<file path="config.mk">
export PLATFORM = sky130hd
export DESIGN_NAME = touch_report_protocol_bridge
export DESIGN_NICKNAME = d
export VERILOG_FILES = /design/src/sv/trpb_pkg.sv /design/src/sv/touch_report_protocol_bridge.sv /design/src/sv/trpb_front.sv /design/src/sv/trpb_fifo.sv /design/src/sv/trpb_back.sv
export SDC_FILE = /design/constraint.sdc
export NUM_CORES = 1
export LEC_CHECK = 0
export ABC_AREA = 0
export BUFFER_PORTS_ARGS = -buffer_cell sky130_fd_sc_hd__buf_2
export CELL_PAD_IN_SITES_DETAIL_PLACEMENT = 0
export CELL_PAD_IN_SITES_GLOBAL_PLACEMENT = 1
export CORE_UTILIZATION = 35
export DETAILED_ROUTE_END_ITERATION = 8
export GPL_TIMING_DRIVEN = 0
export PLACE_DENSITY = 0.7
export SYNTH_ARGS = -nofsm -noshare
export SYNTH_HDL_FRONTEND = slang
export SYNTH_HIERARCHICAL = 1
export SYNTH_SLANG_ARGS = --single-unit
</file>
<file path="constraint.sdc">
create_clock -name aclk -period 4.03 [get_ports aclk]
set_clock_uncertainty 0.1 [all_clocks]
set_input_delay 0.403 -clock aclk [delete_from_list [all_inputs] [get_ports aclk]]
set_output_delay 0.403 -clock aclk [all_outputs]
set_load 0.02 [all_outputs]
</file>
<file path="src/sv/trpb_pkg.sv">
package trpb_pkg;

    // Source of a received byte
    localparam logic SRC_SCREEN = 1'b0;
    localparam logic SRC_HOST   = 1'b1;

    // Destination of a transmitted byte
    localparam logic [1:0] DEST_NONE   = 2'd0;
    localparam logic [1:0] DEST_HOST   = 2'd1;
    localparam logic [1:0] DEST_SCREEN = 2'd2;

    // Configuration register indexes
    localparam logic CFG_SCREEN_TYPE = 1'b0;
    localparam logic CFG_GOOD_LIMIT  = 1'b1;
    localparam logic [7:0] GOOD_LIMIT_RESET = 8'd128;

    // Screen protocol bytes
    localparam logic [7:0] BYTE_REPORT_OPEN  = 8'hFE;
    localparam logic [7:0] BYTE_REPORT_CLOSE = 8'hFF;
    localparam logic [7:0] BYTE_STATUS       = 8'hF5;
    localparam logic [7:0] BYTE_SCREEN_ACK   = 8'h3D;
    localparam logic [7:0] BYTE_PARAMS_OPEN  = 8'hF4;

    // Host requests
    localparam logic [7:0] REQ_REPORT = 8'h46;
    localparam logic [7:0] REQ_PARAMS = 8'h37;

    // Screen parameters per screen type
    localparam logic [7:0] CRT_P1 = 8'h77;
    localparam logic [7:0] CRT_P2 = 8'h5F;
    localparam logic [7:0] LCD_P1 = 8'h71;
    localparam logic [7:0] LCD_P2 = 8'h59;

    // Corner window of a touch report
    localparam logic [7:0] CORNER_V_MIN  = 8'h5A;
    localparam logic [7:0] CORNER_H_LOW  = 8'h06;
    localparam logic [7:0] CORNER_H_HIGH = 8'h72;
    localparam logic [2:0] CORNER_TARGET = 3'd3;

    localparam logic [8:0] IDLE_MAX = 9'd511;

    // Command queue between front and back
    localparam int QUEUE_DEPTH = 4;
    localparam int QPTR_W      = 2;
    localparam int QCNT_W      = 3;

    typedef enum logic [1:0] {
        CMD_EMPTY  = 2'd0,
        CMD_REPORT = 2'd1,
        CMD_STATUS = 2'd2,
        CMD_PARAM  = 2'd3
    } cmd_kind_t;

    typedef struct packed {
        cmd_kind_t  kind;
        logic [7:0] coord_h;
        logic [7:0] coord_v;
        logic       screen_type;
        logic       lock;
        logic       cam;
        logic       seen;
    } cmd_t;

    typedef struct packed {
        logic full;
        logic empty;
    } queue_status_t;

endpackage

</file>
<file path="src/sv/touch_report_protocol_bridge.sv">
// Channel   Dir  tdata (low bit up)                          tuser       tlast
// s_        in   data_byte[7:0]                              func        -
// m_        out  out_byte[7:0], lock_request, cam_mode,      dest[1:0]   last
//                screen_seen, zero fill
// cfg_      in   cfg_addr 0 screen_type, 1 good_limit; cfg_wdata[7:0]
//
// One transaction in per cycle while the command queue has room; results leave one
// per cycle from the output register while m_tready is high; a host request makes 2,
// 4 or 5 results (1 if locked), other transactions 1. The result side sets the rate.
// Reset is synchronous, active low, and leaves the block ready on the next cycle.
// A stalled m_ side fills the four-entry command queue and then drops s_tready.
module touch_report_protocol_bridge #(
    parameter int REPORT_BUF = 128
) (
    input  logic        aclk,
    input  logic        aresetn,
    input  logic        s_tvalid,
    output logic        s_tready,
    input  logic [7:0]  s_tdata,   // data_byte[7:0]
    input  logic        s_tuser,   // func
    output logic        m_tvalid,
    input  logic        m_tready,
    output logic [15:0] m_tdata,   // out_byte[7:0], lock_request, cam_mode, screen_seen
    output logic [1:0]  m_tuser,   // dest[1:0]
    output logic        m_tlast,
    input  logic        cfg_we,
    input  logic        cfg_addr,
    input  logic [7:0]  cfg_wdata
);

    trpb_pkg::cmd_t          push_cmd;
    trpb_pkg::cmd_t          head_cmd;
    trpb_pkg::queue_status_t q_status;
    logic                    accept;
    logic                    pop;

    assign s_tready = !q_status.full;
    assign accept   = s_tvalid && s_tready;

    trpb_front #(
        .REPORT_BUF(REPORT_BUF)
    ) u_front (
        .aclk      (aclk),
        .aresetn   (aresetn),
        .cfg_we    (cfg_we),
        .cfg_addr  (cfg_addr),
        .cfg_wdata (cfg_wdata),
        .take      (accept),
        .func      (s_tuser),
        .data_byte (s_tdata),
        .cmd       (push_cmd)
    );

    trpb_fifo u_fifo (
        .aclk    (aclk),
        .aresetn (aresetn),
        .push    (accept),
        .wr_cmd  (push_cmd),
        .pop     (pop),
        .rd_cmd  (head_cmd),
        .status  (q_status)
    );

    trpb_back u_back (
        .aclk      (aclk),
        .aresetn   (aresetn),
        .cmd       (head_cmd),
        .cmd_valid (!q_status.empty),
        .pop       (pop),
        .m_tvalid  (m_tvalid),
        .m_tready  (m_tready),
        .m_tdata   (m_tdata),
        .m_tuser   (m_tuser),
        .m_tlast   (m_tlast)
    );

    // An empty result is always the single, last one and carries no byte
    a_empty_is_last: assert property (@(posedge aclk) disable iff (!aresetn)
        m_tvalid && m_tuser == trpb_pkg::DEST_NONE |-> m_tlast && m_tdata[7:0] == 8'h00)
        else $error("empty result not last or carries a byte");

    // The screen only ever gets the acknowledge byte, and never as the last result
    a_screen_ack: assert property (@(posedge aclk) disable iff (!aresetn)
        m_tvalid && m_tuser == trpb_pkg::DEST_SCREEN |->
            !m_tlast && m_tdata[7:0] == trpb_pkg::BYTE_SCREEN_ACK)
        else $error("bad byte to screen");

    // Every host reply closes with the end byte
    a_host_close: assert property (@(posedge aclk) disable iff (!aresetn)
        m_tvalid && m_tlast && m_tuser == trpb_pkg::DEST_HOST |->
            m_tdata[7:0] == trpb_pkg::BYTE_REPORT_CLOSE)
        else $error("host reply not closed");

    // Nothing is popped from an empty queue
    a_no_underflow: assert property (@(posedge aclk) disable iff (!aresetn)
        pop |-> !q_status.empty)
        else $error("command queue underflow");

endmodule

</file>
<file path="src/sv/trpb_front.sv">
module trpb_front #(
    parameter int REPORT_BUF = 128
) (
    input  logic              aclk,
    input  logic              aresetn,
    input  logic              cfg_we,
    input  logic              cfg_addr,
    input  logic [7:0]        cfg_wdata,
    input  logic              take,
    input  logic              func,
    input  logic [7:0]        data_byte,
    output trpb_pkg::cmd_t    cmd
);

    localparam int FILL_W = $clog2(REPORT_BUF);

    logic              screen_type_reg;
    logic [7:0]        good_limit_reg;

    logic              in_report_reg, in_report_next;
    logic              caught_reg, caught_next;
    logic              seen_reg, seen_next;
    logic              cam_reg, cam_next;
    logic              hung_reg, hung_next;
    logic [FILL_W-1:0] fill_reg, fill_next;
    logic [7:0]        coord_h_reg, coord_h_next;
    logic [7:0]        coord_v_reg, coord_v_next;
    logic [8:0]        idle_reg, idle_next;
    logic [1:0]        hits_reg, hits_next;
    logic              completed;
    logic              corner_hit;
    logic [2:0]        hits_sum;
    trpb_pkg::cmd_kind_t kind;

    // Configuration writes
    always_ff @(posedge aclk) begin
        if (!aresetn) begin
            screen_type_reg <= 1'b0;
            good_limit_reg  <= trpb_pkg::GOOD_LIMIT_RESET;
        end else if (cfg_we) begin
            case (cfg_addr)
                trpb_pkg::CFG_SCREEN_TYPE: screen_type_reg <= cfg_wdata[0];
                trpb_pkg::CFG_GOOD_LIMIT:  good_limit_reg  <= cfg_wdata;
                default: ;
            endcase
        end
    end

    // Classify the byte and work out the next protocol state
    always_comb begin
        in_report_next = in_report_reg;
        caught_next    = caught_reg;
        seen_next      = seen_reg;
        cam_next       = cam_reg;
        hung_next      = hung_reg;
        fill_next      = fill_reg;
        coord_h_next   = coord_h_reg;
        coord_v_next   = coord_v_reg;
        idle_next      = idle_reg;
        hits_next      = hits_reg;
        completed      = 1'b0;
        corner_hit     = 1'b0;
        hits_sum       = {1'b0, hits_reg};
        kind           = trpb_pkg::CMD_EMPTY;

        if (!hung_reg) begin
            if (func == trpb_pkg::SRC_SCREEN) begin
                if (cam_reg) begin
                    hung_next = 1'b1;
                end else begin
                    if (idle_reg != trpb_pkg::IDLE_MAX) begin
                        idle_next = idle_reg + 9'd1;
                    end
                    // Buffer report bytes, keep the two coordinates
                    if (in_report_reg) begin
                        if (fill_reg == '0) begin
                            coord_h_next = data_byte;
                        end else if (fill_reg == FILL_W'(1)) begin
                            coord_v_next = data_byte;
                        end
                        fill_next = fill_reg + FILL_W'(1);
                        if (data_byte == trpb_pkg::BYTE_REPORT_CLOSE) begin
                            caught_next    = 1'b1;
                            in_report_next = 1'b0;
                            completed      = 1'b1;
                        end
                    end
                    if (data_byte == trpb_pkg::BYTE_REPORT_OPEN && !caught_next) begin
                        in_report_next = 1'b1;
                        seen_next      = 1'b1;
                        fill_next      = '0;
                    end
                    if (data_byte == trpb_pkg::BYTE_STATUS) begin
                        seen_next = 1'b1;
                    end
                    // Abort on buffer overflow
                    if (fill_next > FILL_W'(REPORT_BUF - 2)) begin
                        fill_next      = '0;
                        in_report_next = 1'b0;
                        caught_next    = 1'b0;
                    end
                    if (idle_next > {1'b0, good_limit_reg}) begin
                        hung_next = 1'b1;
                    end else if (completed && caught_next) begin
                        // Count corner touches, switch to camera mode at three
                        corner_hit = (coord_v_next >= trpb_pkg::CORNER_V_MIN) &&
                                     ((coord_h_next <= trpb_pkg::CORNER_H_LOW) ||
                                      (coord_h_next >= trpb_pkg::CORNER_H_HIGH));
                        hits_sum = {1'b0, hits_reg} + {2'b00, corner_hit};
                        if (hits_sum >= trpb_pkg::CORNER_TARGET) begin
                            cam_next    = 1'b1;
                            hits_next   = 2'd0;
                            caught_next = 1'b0;
                        end else begin
                            hits_next = hits_sum[1:0];
                        end
                    end
                end
            end else if (data_byte == trpb_pkg::REQ_REPORT) begin
                idle_next = '0;
                if (caught_reg) begin
                    kind        = trpb_pkg::CMD_REPORT;
                    caught_next = 1'b0;
                    fill_next   = '0;
                end else begin
                    kind = trpb_pkg::CMD_STATUS;
                end
            end else if (data_byte == trpb_pkg::REQ_PARAMS) begin
                idle_next = '0;
                kind      = trpb_pkg::CMD_PARAM;
            end
        end
    end

    // Command for the back end, flags as they stand after this byte
    always_comb begin
        cmd.kind        = kind;
        cmd.coord_h     = coord_h_reg;
        cmd.coord_v     = coord_v_reg;
        cmd.screen_type = screen_type_reg;
        cmd.lock        = hung_next;
        cmd.cam         = cam_next;
        cmd.seen        = seen_next;
    end

    // Advance protocol state on each accepted transaction
    always_ff @(posedge aclk) begin
        if (!aresetn) begin
            in_report_reg <= 1'b0;
            caught_reg    <= 1'b0;
            seen_reg      <= 1'b0;
            cam_reg       <= 1'b0;
            hung_reg      <= 1'b0;
            fill_reg      <= '0;
            coord_h_reg   <= '0;
            coord_v_reg   <= '0;
            idle_reg      <= '0;
            hits_reg      <= '0;
        end else if (take) begin
            in_report_reg <= in_report_next;
            caught_reg    <= caught_next;
            seen_reg      <= seen_next;
            cam_reg       <= cam_next;
            hung_reg      <= hung_next;
            fill_reg      <= fill_next;
            coord_h_reg   <= coord_h_next;
            coord_v_reg   <= coord_v_next;
            idle_reg      <= idle_next;
            hits_reg      <= hits_next;
        end
    end

endmodule

</file>
<file path="src/sv/trpb_fifo.sv">
module trpb_fifo (
    input  logic                    aclk,
    input  logic                    aresetn,
    input  logic                    push,
    input  trpb_pkg::cmd_t          wr_cmd,
    input  logic                    pop,
    output trpb_pkg::cmd_t          rd_cmd,
    output trpb_pkg::queue_status_t status
);

    trpb_pkg::cmd_t                 slot_reg [trpb_pkg::QUEUE_DEPTH];
    logic [trpb_pkg::QPTR_W-1:0]    wr_ptr_reg, wr_ptr_next;
    logic [trpb_pkg::QPTR_W-1:0]    rd_ptr_reg, rd_ptr_next;
    logic [trpb_pkg::QCNT_W-1:0]    count_reg, count_next;

    // Store commands
    always_ff @(posedge aclk) begin
        if (push) begin
            slot_reg[wr_ptr_reg] <= wr_cmd;
        end
    end

    assign rd_cmd       = slot_reg[rd_ptr_reg];
    assign status.full  = (count_reg == trpb_pkg::QCNT_W'(trpb_pkg::QUEUE_DEPTH));
    assign status.empty = (count_reg == '0);

    // Move pointers and occupancy
    always_comb begin
        wr_ptr_next = push ? wr_ptr_reg + trpb_pkg::QPTR_W'(1) : wr_ptr_reg;
        rd_ptr_next = pop  ? rd_ptr_reg + trpb_pkg::QPTR_W'(1) : rd_ptr_reg;
        count_next  = count_reg;
        if (push && !pop) begin
            count_next = count_reg + trpb_pkg::QCNT_W'(1);
        end else if (pop && !push) begin
            count_next = count_reg - trpb_pkg::QCNT_W'(1);
        end
    end

    always_ff @(posedge aclk) begin
        if (!aresetn) begin
            wr_ptr_reg <= '0;
            rd_ptr_reg <= '0;
            count_reg  <= '0;
        end else begin
            wr_ptr_reg <= wr_ptr_next;
            rd_ptr_reg <= rd_ptr_next;
            count_reg  <= count_next;
        end
    end

endmodule

</file>
<file path="src/sv/trpb_back.sv">
module trpb_back (
    input  logic           aclk,
    input  logic           aresetn,
    input  trpb_pkg::cmd_t cmd,
    input  logic           cmd_valid,
    output logic           pop,
    output logic           m_tvalid,
    input  logic           m_tready,
    output logic [15:0]    m_tdata,
    output logic [1:0]     m_tuser,
    output logic           m_tlast
);

    logic [2:0]  step_reg, step_next;
    logic        valid_reg, valid_next;
    logic [7:0]  byte_reg;
    logic [1:0]  dest_reg;
    logic        last_reg, lock_reg, cam_reg, seen_reg;
    logic        load;
    logic [7:0]  cur_byte;
    logic [1:0]  cur_dest;
    logic        cur_last;

    // Pick the byte for the current step of the command
    always_comb begin
        cur_byte = 8'h00;
        cur_dest = trpb_pkg::DEST_HOST;
        cur_last = 1'b0;
        case (cmd.kind)
            trpb_pkg::CMD_REPORT: begin
                case (step_reg)
                    3'd0:    cur_byte = trpb_pkg::BYTE_REPORT_OPEN;
                    3'd1:    cur_byte = cmd.coord_h;
                    3'd2:    cur_byte = cmd.coord_v;
                    default: begin
                        cur_byte = trpb_pkg::BYTE_REPORT_CLOSE;
                        cur_last = 1'b1;
                    end
                endcase
            end
            trpb_pkg::CMD_STATUS: begin
                if (step_reg == 3'd0) begin
                    cur_byte = trpb_pkg::BYTE_STATUS;
                end else begin
                    cur_byte = trpb_pkg::BYTE_REPORT_CLOSE;
                    cur_last = 1'b1;
                end
            end
            trpb_pkg::CMD_PARAM: begin
                case (step_reg)
                    3'd0: begin
                        cur_byte = trpb_pkg::BYTE_SCREEN_ACK;
                        cur_dest = trpb_pkg::DEST_SCREEN;
                    end
                    3'd1:    cur_byte = trpb_pkg::BYTE_PARAMS_OPEN;
                    3'd2:    cur_byte = cmd.screen_type ? trpb_pkg::LCD_P1 : trpb_pkg::CRT_P1;
                    3'd3:    cur_byte = cmd.screen_type ? trpb_pkg::LCD_P2 : trpb_pkg::CRT_P2;
                    default: begin
                        cur_byte = trpb_pkg::BYTE_REPORT_CLOSE;
                        cur_last = 1'b1;
                    end
                endcase
            end
            default: begin
                cur_dest = trpb_pkg::DEST_NONE;
                cur_last = 1'b1;
            end
        endcase
    end

    // Load the output register whenever it is free or being drained
    assign load = !valid_reg || m_tready;
    assign pop  = load && cmd_valid && cur_last;

    always_comb begin
        step_next  = step_reg;
        valid_next = valid_reg;
        if (load) begin
            valid_next = cmd_valid;
            if (cmd_valid) begin
                step_next = cur_last ? 3'd0 : step_reg + 3'd1;
            end
        end
    end

    always_ff @(posedge aclk) begin
        if (!aresetn) begin
            step_reg  <= '0;
            valid_reg <= 1'b0;
        end else begin
            step_reg  <= step_next;
            valid_reg <= valid_next;
        end
    end

    // Hold the result payload
    always_ff @(posedge aclk) begin
        if (load && cmd_valid) begin
            byte_reg <= cur_byte;
            dest_reg <= cur_dest;
            last_reg <= cur_last;
            lock_reg <= cmd.lock;
            cam_reg  <= cmd.cam;
            seen_reg <= cmd.seen;
        end
    end

    assign m_tvalid = valid_reg;
    assign m_tdata  = {5'b00000, seen_reg, cam_reg, lock_reg, byte_reg};
    assign m_tuser  = dest_reg;
    assign m_tlast  = last_reg;

endmodule
</file>
==> flow_summary.ini <==
[logic_synthesis]
syn_area_um2 = 7680
synthArstFlopShare_pct = 0
yosys.area_share.simple_pct = 13.2
synth-adder-area-share_pct = 4.82
synth_ff_type = edfxtp_1
postSynthAreaPerCell_um2 = 12.2
syn_inst = 627
synth_edf_count = 102
synth_top_family_by_area = simple AND/OR/NAND/NOR gates
yosys_register_bits = 163
synth_cell_types = 75
synth-xor-area-share_pct = 1.37
seq_area_frac_synth_pct = 55.8
ys_warn_count = 6
synthMuxAreaShare_pct = 9.43
synth_compound_area_share_pct = 10.8

[layout]
diodes = 0
fin_nets = 737
final_cell_count_no_fill = 973
layout-drive-gt1-share_pct = 18.8
final_cell_area_um2 = 8820
final_common_cell = edfxtp_1
largest_reg_flops = 88
most-common-layout-cells = 102 x edfxtp_1, 61 x dfxtp_1, 43 x buf_2, 40 x nor2_1, 35 x nand2_1
area_delta_synth_final_pct = 14.8
fin_util_pct = 41.4

[pwr]
p_leak_nw = 3.41
power_density_nw_per_um2 = 550
peakVddDrop_mv = 0.310
power_mw = 4.85

[placement]
io_buffers = 35
dp_cells = 941
place_area_um2 = 8210
globalplace.congestion = 0.878
hpwl_um = 11500

[sta]
finalCritPeriodShare_pct = 95.4
drv_slew = 0
relSlewSlack_pct = 21.2
grt_setup_unrepaired = no
hold_violations = 0
finalSetupViolations = 0
worst_pin_slew_ns = 1.18
max_freq_mhz = 260
tns_ns = 0
fin_crit_ns = 3.84

[worst_setup_path]
crit_family = adder cells
end_kind = flop
path_class = reg2reg
slowest_stage = mux4_2
crit_fanout = 10
required_ns = 4.27
slowest_delay_ns = 0.56
cp-start-kind = flop
path_buf_inv = 3
cp.arrival_ns = 4.08
worstPathCellList = buf_6 -> mux4_2 -> ha_1 -> or2_2 -> o311ai_2 -> a21oi_2 -> inv_1 -> ha_1 -> inv_1 -> fa_1 -> xor2_1 -> or3_1 -> a21boi_0

[route]
drc = 0
drt-pass1-iter-count = 4
first_iter_violations = 179
ant_nets = 0
wl_per_cell_um = 16.6
viasPerCell = 5.19
totalWireLength_um = 16200
vias = 5047

[global_route]
antenna_found_initial = 0
overflow = 0
grtUsageTotal_pct = 15.6
grt_pass1_vias = 5146
grt_max_degree = 23
grt_pass1_wl_um = 26500

[clocking]
cts_tree = built
cts.path.max_buffers = 2
worstSkewPairLatency_ns = 0.43
cts-root-buf = clkbuf_16
path_clk_slew_ns = 0.07
cts_sinks = 163
cts_buffers = 17
htree_levels = 4
ctsHoldBuffers = 0
cts_setup_buffers = 0

[die]
fp-row-count = 53
dieArea_um2 = 22500
start_util_pct = 36.1
die_w_um = 150
die_y_um = 150
coreArea_um2 = 21300
io_pins = 44

[outcome]
status = completed

[hold_path]
min_path_type = in2reg

[flow_run]
maxCapViolations = 0
-- what timing repair did --
action	4_1_cts	5_1_grt
resized for setup	1	3
endpoints found under the hold margin	0	0
setup endpoints to repair	4	9
-- routing by layer --
| metal | wire (um) | GRT usage [%] |
|---|---|---|
| met5 | 0 | 0 |
| met2 | 8070 | 26.5 |
| met1 | 7070 | 19.2 |
| met4 | 197 | 4.55 |
| met3 | 836 | 4.27 |
-- where the power goes --
group          internal (mW)  leakage [nW]  total (mW)  switching, mW
combinational          0.441          1.65        1.14          0.696
sequential              2.04          1.47        2.11         0.0732
clock                  0.881         0.289        1.60          0.723
total                   3.36          3.41        4.85           1.49
-- path summary, 6_finish.rpt --
| path | start | to | slack [ns] | cells past startpoint |
|---|---|---|---|---|
| worst min register to register | u_front/good_limit_reg[5] | u_front/good_limit_reg[5] | 0.36 | 2 |
| worst max-delay path | flop | u_fifo/count_reg[2] | 0.19 | 13 |
| worst min-delay path | cfg_wdata[7] | u_front/good_limit_reg[7] | 0.11 | 3 |
| worst max register to register | flop | u_fifo/count_reg[2] | 0.19 | 13 |
-- worst register-to-register path: cells and delay by family, from the launching register on --
kind | cells | cell delay (ns)
mux | 1 | 0.56
compound gates | 3 | 0.59
flops | 1 | 0.44
buf+inv | 3 | 0.39
xor+xnor | 1 | 0.19
simple gates | 2 | 0.63
fa+ha+maj | 3 | 0.87
-- cells by family after synthesis --
family,count (synthesis)
simple gates,189
flops,163
compound gates,117
buf+inv,72
mux,44
fa+ha+maj,29
xor+xnor,12
other cells,1
-- stage by stage --
stage / hold slack (ns) / setup slack, ns
after floorplan: 0.336 / 0.603
after global placement: 0.348 / 0.0537
after detailed placement: 0.350 / 0.0138
after CTS: 0.0909 / 0.0857
after global routing: 0.124 / 0.00762
final: 0.113 / 0.186
-- final cells by class --
class	count	area, um^2
clock buffers	17	425
multi-input cells	396	3080
inverters	33	124
clock inverters	15	160
plain buffers	39	225
repair buffers	35	175
fillers	1972	12500
flip-flops and latches	163	4280
well taps	275	344
-- cell usage after synthesis (3+ instances only) --
cell / number / share of area (%)
ha_1: 28 / 4.6
nand4_1: 9 / 0.73
nand3_1: 25 / 1.6
a21oi_1: 30 / 2.0
a221o_1: 6 / 0.78
clkbuf_1: 14 / 0.68
o21ai_0: 13 / 0.85
nor4_1: 4 / 0.33
o31ai_1: 3 / 0.29
nor2_1: 40 / 2.0
nand2_1: 35 / 1.7
inv_1: 31 / 1.5
mux4_2: 20 / 5.9
o211ai_1: 10 / 0.98
and2_1: 15 / 1.2
xor2_1: 7 / 0.80
o21ai_1: 5 / 0.33
buf_2: 8 / 0.52
and3_1: 10 / 0.81
xnor2_1: 5 / 0.57
nor2b_1: 9 / 0.73
o22ai_1: 4 / 0.33
nor3_1: 11 / 0.72
o211a_1: 5 / 0.65
a31oi_1: 10 / 0.81
or3_1: 4 / 0.33
nand4b_1: 3 / 0.34
edfxtp_1: 102 / 40
dfxtp_1: 61 / 16
mux2i_1: 21 / 2.7
buf_4: 14 / 1.4
a22oi_1: 4 / 0.39
nand2b_1: 7 / 0.57
No activity file was read; power rests on OpenSTA's default activity.
